--- src/hdl/frp_pkg.sv ---
`timescale 1ns / 1ps
// frp_pkg: shared types and constants of the fen record parser
// no dependencies; imported by fen_record_parser and fen_record_parser_tb

package frp_pkg;

  // width of the move counters, saturating at all ones
  localparam int unsigned COUNTER_WIDTH = 16;
  localparam int unsigned APB_ADDR_W    = 3;
  localparam int unsigned APB_DATA_W    = 32;

  // register indexes
  localparam logic REG_ARMY  = 1'b0;
  localparam logic REG_PIECE = 1'b1;

  // army_select codes
  localparam logic [1:0] ARMY_WHITE = 2'd0;
  localparam logic [1:0] ARMY_BLACK = 2'd1;
  localparam logic [1:0] ARMY_BOTH  = 2'd2;

  // piece_select codes beyond the single piece kinds
  localparam logic [2:0] PIECE_ALL  = 3'd6;
  localparam logic [2:0] PIECE_NONE = 3'd7;

  // side to move codes
  localparam logic [1:0] SIDE_WHITE = 2'd0;
  localparam logic [1:0] SIDE_BLACK = 2'd1;
  localparam logic [1:0] SIDE_NONE  = 2'd2;

  // field numbers
  localparam logic [2:0] FLD_PLACE  = 3'd0;
  localparam logic [2:0] FLD_SIDE   = 3'd1;
  localparam logic [2:0] FLD_CASTLE = 3'd2;
  localparam logic [2:0] FLD_PASS   = 3'd3;
  localparam logic [2:0] FLD_HALF   = 3'd4;
  localparam logic [2:0] FLD_FULL   = 3'd5;
  localparam logic [2:0] FLD_EXTRA  = 3'd6;

  localparam logic [7:0] CELL_START = 8'd56;
  localparam int unsigned NUM_KINDS = 6;

  // white piece letters by piece_select code; black is the lower case letter
  localparam logic [7:0] WHITE_PIECES [NUM_KINDS] = '{"K", "Q", "B", "N", "R", "P"};
  localparam logic [7:0] CASE_BIT = 8'h20;

  typedef struct packed {
    logic [7:0] char_code;
    logic       last_char;
  } fen_in_t;

  typedef struct packed {
    logic [63:0]              placement_board;
    logic [1:0]               side_to_move;
    logic [63:0]              castle_board;
    logic [63:0]              passant_board;
    logic [COUNTER_WIDTH-1:0] halfmove_clock;
    logic [COUNTER_WIDTH-1:0] fullmove_number;
  } fen_out_t;

endpackage

--- src/hdl/fen_record_parser.sv ---
`timescale 1ns / 1ps
// fen_record_parser: streaming parser of fen chess records, one character per transfer
// depends on frp_pkg for the payload types and code constants
//
// Usage:
//   in channel  (in_valid_i / in_stall_o / in_data_i): one character per transfer,
//     last_char marks the final character of a record.
//   out channel (out_valid_o / out_stall_i / out_data_o): one result per record,
//     the boards, side to move and both move counters.
//   APB port: army_select at byte address 0, piece_select at 4. Write them only
//     while no record is in flight.
// Timing: one character is taken every cycle. The result of a record appears in
//   the output register in the cycle after its last character is taken. Characters
//   that do not end a record are always taken; a last character is held off
//   only while an earlier result still sits in the output register and the
//   receiver stalls, so a stalled receiver holds off no input until the next
//   record ends.
// Reset: parser state returns to the start of a record, army_select to both
//   armies, piece_select to all pieces, and the output register empties. After
//   each result the parser clears itself the same way, keeping the registers.

module fen_record_parser (
  input  logic                            clk_i,
  input  logic                            rst_ni,
  input  logic                            in_valid_i,
  output logic                            in_stall_o,
  input  frp_pkg::fen_in_t                in_data_i,
  output logic                            out_valid_o,
  input  logic                            out_stall_i,
  output frp_pkg::fen_out_t               out_data_o,
  input  logic                            psel,
  input  logic                            penable,
  input  logic                            pwrite,
  input  logic [frp_pkg::APB_ADDR_W-1:0]  paddr,
  input  logic [frp_pkg::APB_DATA_W-1:0]  pwdata,
  output logic [frp_pkg::APB_DATA_W-1:0]  prdata,
  output logic                            pready
);
  import frp_pkg::*;

  localparam int unsigned CW = COUNTER_WIDTH;

  // configuration
  logic [1:0] army_q;
  logic [2:0] piece_q;

  // parser state
  logic [2:0]    field_q, field_d;
  logic          gap_q, gap_d;
  logic [7:0]    cell_q, cell_d;
  logic [63:0]   place_q, place_d;
  logic [63:0]   castle_q, castle_d;
  logic [1:0]    side_q, side_d;
  logic [1:0]    len_q, len_d;
  logic [7:0]    first_q, first_d;
  logic [7:0]    second_q, second_d;
  logic [63:0]   pass_q, pass_d;
  logic [CW-1:0] half_q, half_d;
  logic [CW-1:0] full_q, full_d;
  logic          stop_q, stop_d;

  // output register
  logic     out_valid_q;
  fen_out_t out_q;
  fen_out_t res;

  logic       in_accept;
  logic       cfg_write;
  logic [7:0] c;
  logic       is_space;
  logic       is_digit;
  logic       is_upper;
  logic       is_lower;
  logic       piece_hit;
  logic       close_now;
  logic [2:0] rank;
  logic [2:0] file;

  function automatic logic [CW-1:0] counter_add(input logic [CW-1:0] acc,
                                                input logic [7:0] ch);
    logic [CW+3:0] wide;
    logic [CW+3:0] v;
    wide = {4'b0, acc};
    v = (wide << 3) + (wide << 1) + {{CW{1'b0}}, ch[3:0]};
    if (v > {4'b0, {CW{1'b1}}}) begin
      return {CW{1'b1}};
    end
    return v[CW-1:0];
  endfunction

  assign in_accept = in_valid_i & ~in_stall_o;
  assign in_stall_o = in_data_i.last_char & out_valid_q & out_stall_i;
  assign c = in_data_i.char_code;

  assign is_space = (c == 8'h20) || (c >= 8'h09 && c <= 8'h0D);
  assign is_digit = (c >= "0") && (c <= "9");

  always_comb begin
    is_upper = 1'b0;
    is_lower = 1'b0;
    for (int i = 0; i < NUM_KINDS; i++) begin
      is_upper = is_upper | (c == WHITE_PIECES[i]);
      is_lower = is_lower | (c == (WHITE_PIECES[i] | CASE_BIT));
    end
  end

  always_comb begin
    piece_hit = 1'b0;
    if (army_q == ARMY_BOTH) begin
      piece_hit = is_upper | is_lower;
    end else if (army_q != ARMY_WHITE && army_q != ARMY_BLACK) begin
      piece_hit = 1'b0;
    end else if (piece_q == PIECE_NONE) begin
      piece_hit = 1'b0;
    end else if (piece_q == PIECE_ALL) begin
      piece_hit = (army_q == ARMY_WHITE) ? is_upper : is_lower;
    end else if (army_q == ARMY_WHITE) begin
      piece_hit = (c == WHITE_PIECES[piece_q]);
    end else begin
      piece_hit = (c == (WHITE_PIECES[piece_q] | CASE_BIT));
    end
  end

  always_comb begin
    field_d  = field_q;
    gap_d    = gap_q;
    cell_d   = cell_q;
    place_d  = place_q;
    castle_d = castle_q;
    side_d   = side_q;
    len_d    = len_q;
    first_d  = first_q;
    second_d = second_q;
    pass_d   = pass_q;
    half_d   = half_q;
    full_d   = full_q;
    stop_d   = stop_q;
    rank     = second_q[2:0] - 3'd1;
    file     = first_q[2:0] - 3'd1;

    if (is_space) begin
      if (!gap_q && len_q != 2'd0) begin
        gap_d = 1'b1;
      end
    end else begin
      // first character of a new field
      if (gap_q) begin
        if (field_q < FLD_EXTRA) begin
          field_d = field_q + 3'd1;
        end
        gap_d    = 1'b0;
        len_d    = 2'd0;
        first_d  = 8'd0;
        second_d = 8'd0;
        stop_d   = 1'b0;
      end
      case (field_d)
        FLD_PLACE: begin
          if (c == "/") begin
            cell_d = cell_q - 8'd16;
          end else if (piece_hit) begin
            if (cell_q < 8'd64) begin
              place_d = place_q | (64'd1 << cell_q[5:0]);
            end
            cell_d = cell_q + 8'd1;
          end else if (c >= "1" && c <= "8") begin
            // low nibble of '1'..'8' is the skip count
            cell_d = cell_q + {4'b0, c[3:0]};
          end else begin
            cell_d = cell_q + 8'd1;
          end
        end
        FLD_CASTLE: begin
          if (c == "Q") castle_d[2]  = 1'b1;
          if (c == "K") castle_d[6]  = 1'b1;
          if (c == "q") castle_d[58] = 1'b1;
          if (c == "k") castle_d[62] = 1'b1;
        end
        FLD_HALF, FLD_FULL: begin
          if (!is_digit) begin
            stop_d = 1'b1;
          end else if (!stop_d) begin
            if (field_d == FLD_HALF) begin
              half_d = counter_add(half_q, c);
            end else begin
              full_d = counter_add(full_q, c);
            end
          end
        end
        default: ;
      endcase
      if (len_d == 2'd0) begin
        first_d = c;
      end else if (len_d == 2'd1) begin
        second_d = c;
      end
      if (len_d != 2'd3) begin
        len_d = len_d + 2'd1;
      end
    end

    close_now = is_space ? (!gap_q && len_q != 2'd0) : in_data_i.last_char;
    rank = second_d[2:0] - 3'd1;
    file = first_d[2:0] - 3'd1;
    if (close_now) begin
      if (field_d == FLD_SIDE) begin
        if (len_d == 2'd1 && first_d == "w") begin
          side_d = SIDE_WHITE;
        end else if (len_d == 2'd1 && first_d == "b") begin
          side_d = SIDE_BLACK;
        end else begin
          side_d = SIDE_NONE;
        end
      end else if (field_d == FLD_PASS) begin
        if (len_d == 2'd2 && first_d >= "a" && first_d <= "h" &&
            second_d >= "1" && second_d <= "8") begin
          pass_d = 64'd1 << {rank, file};
        end else begin
          pass_d = 64'd0;
        end
      end
    end

    res.placement_board = place_d;
    res.side_to_move    = side_d;
    res.castle_board    = castle_d;
    res.passant_board   = pass_d;
    res.halfmove_clock  = half_d;
    res.fullmove_number = full_d;

    // a finished record leaves the parser at its start state
    if (in_data_i.last_char) begin
      field_d  = FLD_PLACE;
      gap_d    = 1'b0;
      cell_d   = CELL_START;
      place_d  = 64'd0;
      castle_d = 64'd0;
      side_d   = SIDE_NONE;
      len_d    = 2'd0;
      first_d  = 8'd0;
      second_d = 8'd0;
      pass_d   = 64'd0;
      half_d   = '0;
      full_d   = '0;
      stop_d   = 1'b0;
    end
  end

  always_ff @(posedge clk_i or negedge rst_ni) begin
    if (!rst_ni) begin
      field_q  <= FLD_PLACE;
      gap_q    <= 1'b0;
      cell_q   <= CELL_START;
      place_q  <= 64'd0;
      castle_q <= 64'd0;
      side_q   <= SIDE_NONE;
      len_q    <= 2'd0;
      first_q  <= 8'd0;
      second_q <= 8'd0;
      pass_q   <= 64'd0;
      half_q   <= '0;
      full_q   <= '0;
      stop_q   <= 1'b0;
    end else if (in_accept) begin
      field_q  <= field_d;
      gap_q    <= gap_d;
      cell_q   <= cell_d;
      place_q  <= place_d;
      castle_q <= castle_d;
      side_q   <= side_d;
      len_q    <= len_d;
      first_q  <= first_d;
      second_q <= second_d;
      pass_q   <= pass_d;
      half_q   <= half_d;
      full_q   <= full_d;
      stop_q   <= stop_d;
    end
  end

  // output register
  always_ff @(posedge clk_i or negedge rst_ni) begin
    if (!rst_ni) begin
      out_valid_q <= 1'b0;
    end else if (in_accept && in_data_i.last_char) begin
      out_valid_q <= 1'b1;
    end else if (!out_stall_i) begin
      out_valid_q <= 1'b0;
    end
  end

  always_ff @(posedge clk_i) begin
    if (in_accept && in_data_i.last_char) begin
      out_q <= res;
    end
  end

  assign out_valid_o = out_valid_q;
  assign out_data_o  = out_q;

  // configuration port
  assign pready    = 1'b1;
  assign cfg_write = psel & penable & pwrite;

  always_ff @(posedge clk_i or negedge rst_ni) begin
    if (!rst_ni) begin
      army_q  <= ARMY_BOTH;
      piece_q <= PIECE_ALL;
    end else if (cfg_write) begin
      case (paddr[2])
        REG_ARMY:  army_q  <= pwdata[1:0];
        REG_PIECE: piece_q <= pwdata[2:0];
        default: ;
      endcase
    end
  end

  always_comb begin
    case (paddr[2])
      REG_ARMY:  prdata = {{(APB_DATA_W-2){1'b0}}, army_q};
      REG_PIECE: prdata = {{(APB_DATA_W-3){1'b0}}, piece_q};
      default:   prdata = '0;
    endcase
  end

  // a taken last character always yields a result in the next cycle
  a_result_follows: assert property (@(posedge clk_i) disable iff (!rst_ni)
    in_accept && in_data_i.last_char |=> out_valid_o)
    else $error("no result after last character");

  // the parser is back at its start state after a record
  a_clear_after_last: assert property (@(posedge clk_i) disable iff (!rst_ni)
    in_accept && in_data_i.last_char |=>
      field_q == FLD_PLACE && cell_q == CELL_START && len_q == 2'd0 && !gap_q)
    else $error("parser not cleared after record");

  // input is held off only for a pending result behind a stalled receiver
  a_stall_cause: assert property (@(posedge clk_i) disable iff (!rst_ni)
    in_stall_o |-> out_valid_o && out_stall_i)
    else $error("input stalled without cause");

  a_pass_onehot: assert property (@(posedge clk_i) disable iff (!rst_ni)
    $onehot0(pass_q))
    else $error("more than one en passant square");

  a_field_range: assert property (@(posedge clk_i) disable iff (!rst_ni)
    field_q <= FLD_EXTRA)
    else $error("field number out of range");

endmodule

--- config.mk ---
export PLATFORM = sky130hd
export DESIGN_NAME = fen_record_parser
export DESIGN_NICKNAME = d
export VERILOG_FILES = /design/src/hdl/frp_pkg.sv /design/src/hdl/fen_record_parser.sv
export SDC_FILE = /design/constraint.sdc
export NUM_CORES = 1
export LEC_CHECK = 0
export BUFFER_PORTS_ARGS = -buffer_cell sky130_fd_sc_hd__buf_4
export CAP_MARGIN = 20
export CELL_PAD_IN_SITES_DETAIL_PLACEMENT = 1
export CELL_PAD_IN_SITES_GLOBAL_PLACEMENT = 1
export CORE_MARGIN = 10
export CORE_UTILIZATION = 30
export CTS_BUF_LIST = sky130_fd_sc_hd__clkbuf_16
export CTS_CLUSTER_DIAMETER = 30
export DETAILED_ROUTE_END_ITERATION = 6
export PLACE_DENSITY = 0.64
export SLEW_MARGIN = 25
export SYNTH_ARGS = -nofsm -noshare
export SYNTH_HDL_FRONTEND = slang
export SYNTH_SLANG_ARGS = --single-unit
--- constraint.sdc ---
create_clock -name clk_i -period 7.9 [get_ports clk_i]
set_input_delay 1.58 -clock clk_i [delete_from_list [all_inputs] [get_ports clk_i]]
set_output_delay 1.58 -clock clk_i [all_outputs]
set_load 0.005 [all_outputs]
==> metrics.cfg, run 1 <==
[logic_synthesis]
synth_area_um2=19540
yosysWarnings=0
synth_edf_count=166
synthTopCellsByCount=dfrtp_1 (196), o21ai_0 (177), edfxtp_1 (166), nand2_1 (160), nor2_1 (98)
synthCells=1823
async_flop_share_pct=55.01
synth_top_cell_by_area=edfxtp_1
synth_xor_area_share_pct=1.300
synthSimpleGateAreaFrac_pct=10.93
synthAdderAreaFrac_pct=5.698
synth_top_family_by_area=compound AO/OA/AOI/OAI gates
synth_area_leaders=edfxtp_1 (26%), dfrtp_1 (25%), ha_1 (5.2%)
seq_area_frac_synth_pct=51.55
synth_cell_types=94
yosysMostFrequentCell=dfrtp_1
synth_top_area_share_pct=25.51
yosys-mux-area-fraction_pct=0.8451
postSynthAreaPerCell_um2=10.72
ys_seq_elements=369
yosys_most_used_dff=dfrtp_1
synth_compound_area_share_pct=22.68

[sta]
setup_violations=0
period_share_pct=66.16
finalHoldViolations=0
slew_headroom_pct=30.22
slew_viol_final=0
setup-tns-final_ns=0
skew_ns=0.01890
fin_crit_ns=5.226
rsz0062_at_grt=false
fmax_ghz=0.1913
worstMarginPinSlew_ns=1.035

[detailed_routing]
drt_wl_total_mm=61.61
drtIter0Drc=851
drcViolationCount=0
viasPerCell=5.195
drtAntennaViolNets=0
drt-wirelength-per-cell_um=20.92
vias=15300
drt_pass1_iterations=5

[grt]
grt_pass1_vias=16530
grt_overflow=0
grt_pass1_wl_mm=96.37
grt.total_usage_pct=15.96
grt_antenna_before_repair=3
grt_max_degree=85

[floorplan]
rows=93
io_pins=312
core_area_um2=64460
start_util_pct=30.32
die_w_um=275.2
die-area_um2=75750
die_h_um=275.2

[setup_path]
critPathLaunch=in_data_i[7]
crit_end=out_data_o[84]$_DFFE_PP_
cp_data_required_time_ns=8.25
arrival_ns=5.58
critPathCaptureType=flip-flop
reg2reg_depth=10
r2r-end=out_data_o[84]$_DFFE_PP_
rr_startpoint=len_q[1]$_DFFE_PN0P_
critical_path.max_fanout=48
rrSetupSlack_ns=3.86
worstSetupStartpointType=primary input
path_class=in -> reg

[clocking]
ctsRootBufferMaster=clkbuf_16
cts_buffers=91
hold_buffers=0
path_clk_slew_ns=0.05
clockBufferDepth=3
cts_setup_buffers=0
insertion_delay_ns=0.62
htree_levels=3
cts_repair_resize_count=0
cts_tree=done
clkSinkCount=369

[place]
gp_congestion=0.8347
io_buffers=190
place_area_um2=21450
dpl.hpwl_mm=40.85

[cells_and_area]
drive_above_1_share_pct=21.35
nFillCells=7051
fin_nets=2148
final_cell_area_um2=24670
syn2layout_area_growth_pct=26.25

[power_and_ir_drop]
ir_worst_vdd_uv=138.2
cellPowerDensity_nw_per_um2=271.7
leakagePower_uw=0.01045

[outcome]
status=complete, no violations

[run]
max_cap_violations=0

[hold_path]
hold_path.class=reg -> reg

## final cells by class
class                   count  area, um^2  share of cell area, %
diodes                      1       2.502                0.01014
clock inverters            79       875.8                  3.550
inverters                  36       140.1                 0.5680
flip-flops and latches    369       10070                  40.83
clock buffers              92        2302                  9.331
multi-input cells        1297        8564                  34.71
repair buffers            216        1644                  6.664
well taps                 855        1070                  4.336
## worst max-delay path, cell delays in order
cell and delay (ns):
buf_4 0.15, or3_4 0.42, or4_4 0.57, nand2_2 0.29, nor2_1 0.09, a22oi_1 0.15
a2bb2oi_1 0.35, ha_1 0.21, nand3_1 0.08, mux2i_2 0.43, nand3b_4 0.56, o31ai_1 0.63
## per-stage QoR
| stage | setup WS [ns] | cells | util, % | hold WS (ns) | power (uW) |
|---|---|---|---|---|---|
| after global placement | 2.282 | 2770 | 33.27 | 0.4602 | 2887 |
| after CTS | 2.748 | 2941 | 38.20 | 0.4752 | 6791 |
| final | 2.674 | 2945 | 38.27 | 0.4742 | 6702 |
| after floorplan | 1.472 | 1911 | - | 0.4442 | 2647 |
| after detailed placement | 2.144 | 2770 | 33.27 | 0.4642 | 2914 |
| after global routing | 2.391 | 2944 | 38.27 | 0.5002 | 6985 |
## cells in the final DEF (no fill, tap or decap), types with 49 or more instances in the layout
cell type / Yosys / final
ha_1: 81 / 81
conb_1: 2 / 90
nand3_1: 49 / 49
buf_4: 93 / 213
o21ai_0: 177 / 177
dfrtp_1: 196 / 196
o21bai_1: 51 / 51
clkbuf_16: 0 / 92
nand2_1: 160 / 158
a22o_1: 55 / 55
a21oi_1: 68 / 67
o31ai_1: 85 / 85
nor2_1: 98 / 97
edfxtp_1: 166 / 166
## logic make-up (layout without fill, tap and decap cells)
logic type / after synthesis / after routing
AOI/OAI and AO/OA: 642 / 642
and+or+nand+nor: 435 / 435
DFF: 369 / 369
buffers and inverters: 245 / 423
adders and majority gates: 86 / 86
xor gates and xnor gates: 29 / 29
muxes: 15 / 15
other: 2 / 91
## state kept, by name, indices dropped and copies added (netlist names), 4 cells and up
signal	flops
place_q	64
pass_q	64
castle_q	4
cell_q	8
second_q	8
first_q	8
half_q	16
out_data_o	166
full_q	16
## power breakdown
part	total (uW)	internal, uW	switching [uW]
Combinational	709	208	501
Clock	3810	2570	1250
Sequential	2180	2080	94.7
Total	6700	4860	1840
## how the worst min path moves through the flow
stage,from,to,cells past startpoint
2_1_floorplan,place_q[11]$_DFFE_PN0P_,place_q[11]$_DFFE_PN0P_,2
3_3_place_gp,place_q[63]$_DFFE_PN0P_,place_q[63]$_DFFE_PN0P_,2
3_5_place_dp,place_q[19]$_DFFE_PN0P_,place_q[19]$_DFFE_PN0P_,2
4_1_cts,place_q[19]$_DFFE_PN0P_,place_q[19]$_DFFE_PN0P_,2
5_1_grt,pass_q[24]$_DFFE_PN0P_,pass_q[24]$_DFFE_PN0P_,1
6_report,place_q[47]$_DFFE_PN0P_,place_q[47]$_DFFE_PN0P_,2
## per-layer routing
layer  up-vias  part of all wire, %  track usage [%]  wire (um)
met4         6                  2.1            4.832       1291
met2       357                   49            27.17      30380
met1      7748                   43            19.52      26430
met5         -                0.052                0         32
li1       7075                    -                -          -
met3       113                  5.6            4.223       3472
No activity file was read; power rests on OpenSTA's default activity.
==> run 2: changes to the inputs <==
Settings changed: ABC_AREA set to 1, PLACE_DENSITY 0.64 to 0.66.
Clock period 7.9 ns to 4.9 ns, I/O delays scaled along.
==> run 2 against run 1 <==
Sequential share of layout area shrank 2.2 points. Wire length increased by 8.7%. Sequential power is 57% higher. Flip-flop and latch count did not move. Register-to-register slack lost 2.4 ns. Critical path type unchanged. Synthesized cell count increased by 35%. Highest routed layer is now met4. Final area grew 5.6%. Die area up 4.5%.
==> metrics.cfg, run 2 <==
[logic_synthesis]
async_flop_share_pct=55.01  ; unchanged
synth_edf_count=166  ; unchanged
synth_top_area_share_pct=24.31  ; -1.2 points
seq_area_frac_synth_pct=49.14  ; -2.4 points
synth_cell_types=51  ; -46%
postSynthAreaPerCell_um2=8.320  ; -22%
ys_seq_elements=369  ; unchanged
synth_area_leaders=edfxtp_1 (24%), dfrtp_1 (24%), nand2_1 (13%)
synthTopCellsByCount=nand2_1 (721), inv_1 (211), dfrtp_1 (196), nand3_1 (181)
synth_top_cell_by_area=edfxtp_1
yosysWarnings=0  ; unchanged
synth_area_um2=20500  ; +4.9%
synthCells=2464  ; +35%
yosysMostFrequentCell=nand2_1
yosys_most_used_dff=dfrtp_1

[grt]
grt_overflow=0  ; unchanged
grt_pass1_wl_mm=106.3  ; +10%
grt_antenna_before_repair=0  ; -3
grt.total_usage_pct=16.72  ; +0.76 points
grt_pass1_vias=19060  ; +15%
grt_max_degree=87  ; +2.4%

[clocking]
clkSinkCount=369  ; unchanged
hold_buffers=0  ; unchanged
cts_setup_buffers=0  ; unchanged
insertion_delay_ns=0.67  ; +0.05 ns
cts_repair_resize_count=0  ; unchanged
clockBufferDepth=3  ; unchanged
cts_buffers=97  ; +6.6%
cts_tree=done
path_clk_slew_ns=0.04  ; about the same
ctsRootBufferMaster=clkbuf_16
htree_levels=3  ; unchanged

[cells_and_area]
antenna_cells=0  ; -1
drive_above_1_share_pct=17.00  ; -4.4 points
syn2layout_area_growth_pct=27.07
final_common_cell=nand2_1
mostFrequentLayoutCells=nand2_1 (719), inv_1 (223), buf_4 (214), dfrtp_1 (196), nand3_1 (181)
fin_nets=2806  ; +31%
largest_reg_flops=166  ; unchanged

[detailed_routing]
drcViolationCount=0  ; unchanged
drt-wirelength-per-cell_um=18.47  ; -12%
drtAntennaViolNets=0  ; unchanged
drt_pass1_iterations=5  ; unchanged
drt_wl_total_mm=66.99  ; +8.7%
drtIter0Drc=974  ; +14%
viasPerCell=4.899  ; -5.7%
vias=17760  ; +16%

[sta]
period_share_pct=73.27
worst_hold_slack_ns=0.4101  ; -0.06409 ns
fin_crit_ns=3.590
worstMarginPinSlew_ns=1.026  ; -0.009341 ns
skew_ns=0.06144  ; +0.04254 ns
fmax_ghz=0.2785
slew_headroom_pct=31.36  ; +1.1 points
slew_viol_final=0  ; unchanged
setup_violations=0  ; unchanged
setup-tns-final_ns=0  ; unchanged
finalHoldViolations=0  ; unchanged
rsz0062_at_grt=false

[power_and_ir_drop]
ir_worst_vdd_uv=247.2  ; +79%
leakagePower_uw=0.01299  ; +24%
p_seq_share_pct=30.1  ; -2.4 points
power_frac_comb_pct=10.0  ; -0.6 points
power.total_uw=11360  ; +69%
cellPowerDensity_nw_per_um2=436.0  ; +60%
p_switching_uw=3047  ; +65%
sw_frac_of_total_pct=26.83  ; -0.67 points
clkPwrFrac_pct=59.9  ; +3.0 points
intPower_uw=8310  ; +71%

[setup_path]
reg2reg_depth=13  ; +3
rr_startpoint=full_q[0]$_DFFE_PN0P_
r2r-end=out_data_o[15]$_DFFE_PP_
critical_path.max_fanout=11  ; -77%
rrSetupSlack_ns=1.47  ; -2.39 ns
critPathCaptureType=flip-flop
path_class=in -> reg
cp_data_required_time_ns=5.27  ; -2.98 ns
worstSetupStartpointType=primary input
arrival_ns=3.96  ; -1.62 ns

[outcome]
status=complete, no violations

[floorplan]
start_util_pct=30.37  ; +0.050 points
die-area_um2=79190  ; +4.5%
die_h_um=281.4  ; +2.2%
die_w_um=281.4  ; +2.2%
rows=95  ; +2.2%
core_area_um2=67510  ; +4.7%
io_pins=312  ; unchanged

[hold_path]
hold_path.class=in -> async

[place]
io_buffers=190  ; unchanged
dpl.hpwl_mm=46.15  ; +13%
gp_congestion=0.8676  ; +3.9%

[run]
max_cap_violations=0  ; unchanged

==> run 2: per-stage QoR <==
stage	util, %	setup WS [ns]	instances	instance area, um^2
finish	38.58	1.310	3626	26050
global route	38.58	1.014	3626	26050
CTS	38.58	1.347	3626	26050
detailed placement	33.32	0.6907	3443	22490
global placement	33.32	0.7068	3443	22490
floorplan	-	0.09996	2552	20840
==> run 2: cell type report <==
type                            count  area (um^2)
Clock inverter                     86         1129
Fill cell                        7953        41460
Sequential cell                   369        10070
Timing Repair Buffer              222         1760
Tap cell                          873         1092
Clock buffer                       97         2427
Multi-Input combinational cell   1754         8720
Inverter                          225        848.3
==> run 2: critical path, cell delays in order <==
cell and delay [ns]:
buf_4 0.19, fa_1 0.54, ha_1 0.33, nand3_1 0.10
a21oi_1 0.16, nor2_1 0.08, o21ai_0 0.35, nand3_1 0.21
nand2_1 0.10, nand2_1 0.06, a21oi_2 0.31, buf_4 0.27
nand3_1 0.11, and2_1 0.16
==> run 2: power by group through the flow <==
| stage | Clock (uW) | Sequential [uW] | Combinational (uW) |
|---|---|---|---|
| after floorplan | 0 | 3450 | 758 |
| after global placement | 0 | 3470 | 1090 |
| after detailed placement | 0 | 3470 | 1130 |
| after CTS | 6940 | 3420 | 1140 |
| after global routing | 7130 | 3430 | 1270 |
| final | 6800 | 3420 | 1130 |
==> run 2: routing by layer <==
metal,vias up,global-route usage (%),wire [um]
met2,427,28.46,32750
met1,8794,20.48,28950
li1,8422,-,-
met4,0,6.225,1744
met5,-,0,0
met3,121,3.654,3550
==> run 2: worst max-delay path by stage <==
stage	startpoint	end	slack (ns)
6_report	in_data_i[4]	out_data_o[15]$_DFFE_PP_	1.31
4_1_cts	in_data_i[4]	out_data_o[15]$_DFFE_PP_	1.35
3_3_place_gp	in_data_i[4]	out_data_o[15]$_DFFE_PP_	0.71
5_1_grt	in_data_i[4]	out_data_o[7]$_DFFE_PP_	1.01
2_1_floorplan	out_stall_i	out_data_o[0]$_DFFE_PP_	0.1
3_5_place_dp	in_data_i[4]	out_data_o[15]$_DFFE_PP_	0.69
==> run 2: cell families (layout without fill, tap and decap cells) <==
logic type	Yosys count	after routing	share of synthesized area (%)
flops	369	369	49.14
compound gates	301	301	7.800
simple gates	1253	1253	26.49
fa+ha+maj	86	86	5.432
xor+xnor	24	24	1.025
buf+inv	429	630	10.08
other cells	2	90	0.03663
==> run 3: changes to the inputs <==
Settings changed: PLACE_DENSITY 0.66 to 0.68.
Clock period 4.9 ns to 3.02 ns, I/O delays scaled along.
==> run 3 against run 2 <==
Wire length grew 3.3%. Via count increased by 2.4%. Count of clock-buffer cells in the layout decreased by 2. Flip-flop and latch count unchanged. Register-to-register slack worse by 1.4 ns. Largest power group unchanged. Core utilization rose by 1.9 points. Global-route usage increased by 0.36 points. Sequential power rose by 62%. Combinational power increased by 83%. Final area rose by 4.8%. Cell count grew 2.8%. Clock skew decreased by 0.0021 ns.
==> metrics.cfg, run 3 (synthesized netlist as in run 2, its figures left out) <==
[outcome]
status=complete, no violations

[clocking]
clockBufferDepth=3  ; unchanged
ctsRootBufferMaster=clkbuf_16
path_clk_slew_ns=0.05  ; about the same
cts_buffers=95  ; -2.1%
cts_tree=done
insertion_delay_ns=0.66  ; about the same
htree_levels=3  ; unchanged
clkSinkCount=369  ; unchanged

[sta]
fin_crit_ns=2.943
setup_violations=0  ; unchanged
skew_ns=0.05936  ; -0.002075 ns
fmax_ghz=0.3398
slew_headroom_pct=36.41  ; +5.0 points
period_share_pct=97.44
slew_viol_final=0  ; unchanged
rsz0062_at_grt=true
finalHoldViolations=0  ; unchanged
worstMarginPinSlew_ns=0.9539  ; -0.07211 ns

[detailed_routing]
drtAntennaViolNets=0  ; unchanged
drt_wl_total_mm=69.20  ; +3.3%
drtIter0Drc=967  ; -0.72%
viasPerCell=4.880  ; -0.39%
met3WireLength_mm=3.401  ; -4.2%
drt-wirelength-per-cell_um=18.57  ; +0.50%
met1_length_mm=29.27  ; +1.1%
top_layer=met4
dr_wl_met2_mm=34.94  ; +6.7%
drcViolationCount=0  ; unchanged
drt_pass1_iterations=5  ; unchanged
vias=18190  ; +2.4%

[floorplan]
die_h_um=281.4  ; unchanged
start_util_pct=30.37  ; unchanged
core_area_um2=67510  ; unchanged
io_pins=312  ; unchanged
rows=95  ; unchanged
die_w_um=281.4  ; unchanged
die-area_um2=79190  ; unchanged

[power_and_ir_drop]
ir_worst_vdd_uv=418.7  ; +69%
leakagePower_uw=0.01358  ; +4.6%
power.total_uw=18200  ; +60%
cellPowerDensity_nw_per_um2=666.5  ; +53%

[grt]
grt_overflow=0  ; unchanged
grt_max_degree=107  ; +23%
grt_pass1_wl_mm=109.0  ; +2.5%
grt_antenna_before_repair=0  ; unchanged
grt.total_usage_pct=17.08  ; +0.36 points
grt_pass1_vias=19930  ; +4.6%

[setup_path]
rrSetupSlack_ns=0.08  ; -1.39 ns
critPathCaptureType=flip-flop
r2r-end=out_data_o[10]$_DFFE_PP_
crit_end=out_data_o[10]$_DFFE_PP_
reg2reg_depth=15  ; +2
cp_data_required_time_ns=3.41  ; -1.86 ns
path_class=reg -> reg
critPathLaunch=full_q[0]$_DFFE_PN0P_
worstSetupStartpointType=flip-flop
critical_path.max_fanout=7  ; -4
arrival_ns=3.33  ; -0.63 ns
rr_startpoint=full_q[0]$_DFFE_PN0P_

[hold_path]
hold_path.class=in -> reg
hold_start=out_stall_i
hold-path-cell-count=3

[cells_and_area]
largest_reg_flops=166  ; unchanged
syn2layout_area_growth_pct=33.20
antenna_cells=0  ; unchanged
final_common_cell=nand2_1
utilization_pct=40.45  ; +1.9 points
mostFrequentLayoutCells=nand2_1 (707), buf_4 (298), inv_1 (217), dfrtp_1 (193), edfxtp_1 (166)
drive_above_1_share_pct=22.53  ; +5.5 points
fin_nets=2909  ; +3.7%

[place]
dpl.hpwl_mm=47.80  ; +3.6%
io_buffers=190  ; unchanged
gp_congestion=0.8639  ; -0.43%

[run]
max_cap_violations=0  ; unchanged

run 3: cell count changes in the layout (fill, tap and decap cells not counted), moves of 7 or more:
cell / previous run / this run
a21oi_1: 125 / 117
buf_12: 7 / 22
buf_4: 214 / 298
clkinvlp_4: 15 / 8
nand2_1: 719 / 707
nand2_2: 12 / 22
nand3_1: 181 / 161
nand3_2: 3 / 13
nand3_4: 1 / 11
nor2_1: 163 / 155
nor2_2: 4 / 11
run 3: metrics by stage:
| step | TNS [ns] | hold WS [ns] | cell area [um^2] | cells | setup slack (ns) |
|---|---|---|---|---|---|
| 2_1_floorplan | -172.36 | 0.3084 | 20900 | 2552 | -1.038 |
| 3_3_place_gp | -29.74 | 0.4616 | 23380 | 3535 | -0.3350 |
| 3_5_place_dp | -38.88 | 0.4652 | 23380 | 3535 | -0.4728 |
| 6_report | 0 | 0.2013 | 27310 | 3727 | 0.07717 |
| 5_1_grt | -1.042 | 0.1809 | 27310 | 3727 | -0.1031 |
| 4_1_cts | -0.01224 | 0.1641 | 26820 | 3717 | -0.005604 |
run 3: critical path, cell delays in order, from the launching register on:
cell,delay [ns]
dfrtp_2,0.44
fa_2,0.64
fa_2,0.25
nand2_2,0.07
a21oi_4,0.17
nand3_2,0.11
nand3_4,0.11
a21oi_4,0.07
nor2_2,0.11
nand2_1,0.07
o21ai_2,0.14
buf_6,0.16
buf_12,0.16
nand3_4,0.08
nand2_1,0.08
inv_1,0.04
run 3: timing repair:
item,CTS,global route
setup endpoints to repair,29,64
setup buffers,1,8
hold endpoints to repair,4,0
hold buffers,1,0
pin swaps,1,39
cloned,1,2
resized for setup,5,87
run 3: where the power goes:
group	leakage [uW]	switching (uW)	internal, uW
sequential	0.00439	108	5430
combinational	0.00750	1390	679
clock	0.00169	3370	7220
run 3: area by class of cell:
cell class              instances  area (um^2)
clock inverters                84         1020
inverters                     225        848.3
clock buffers                  95         2377
flip-flops and latches        369        10080
repair buffers                327         2789
fillers                      7877        40210
well taps                     873         1092
multi-input cells            1754         9104
run 3: how the worst min path moves through the flow:
stage	to	slack (ns)
after floorplan	army_q[0]$_DFFE_PN0P_	0.31
after global placement	pass_q[28]$_DFFE_PN0P_	0.46
after detailed placement	pass_q[63]$_DFFE_PN0P_	0.47
after CTS	out_valid_o$_DFFE_PN0P_	0.16
after global routing	out_valid_o$_DFFE_PN0P_	0.18
final	out_valid_o$_DFFE_PN0P_	0.20
run 3: layer usage:
layer | vias to the layer above | GRT usage [%]
li1 | 8614 | -
met1 | 9021 | 20.54
met2 | 442 | 30.13
met3 | 111 | 3.240
met4 | 0 | 5.855
met5 | - | 0
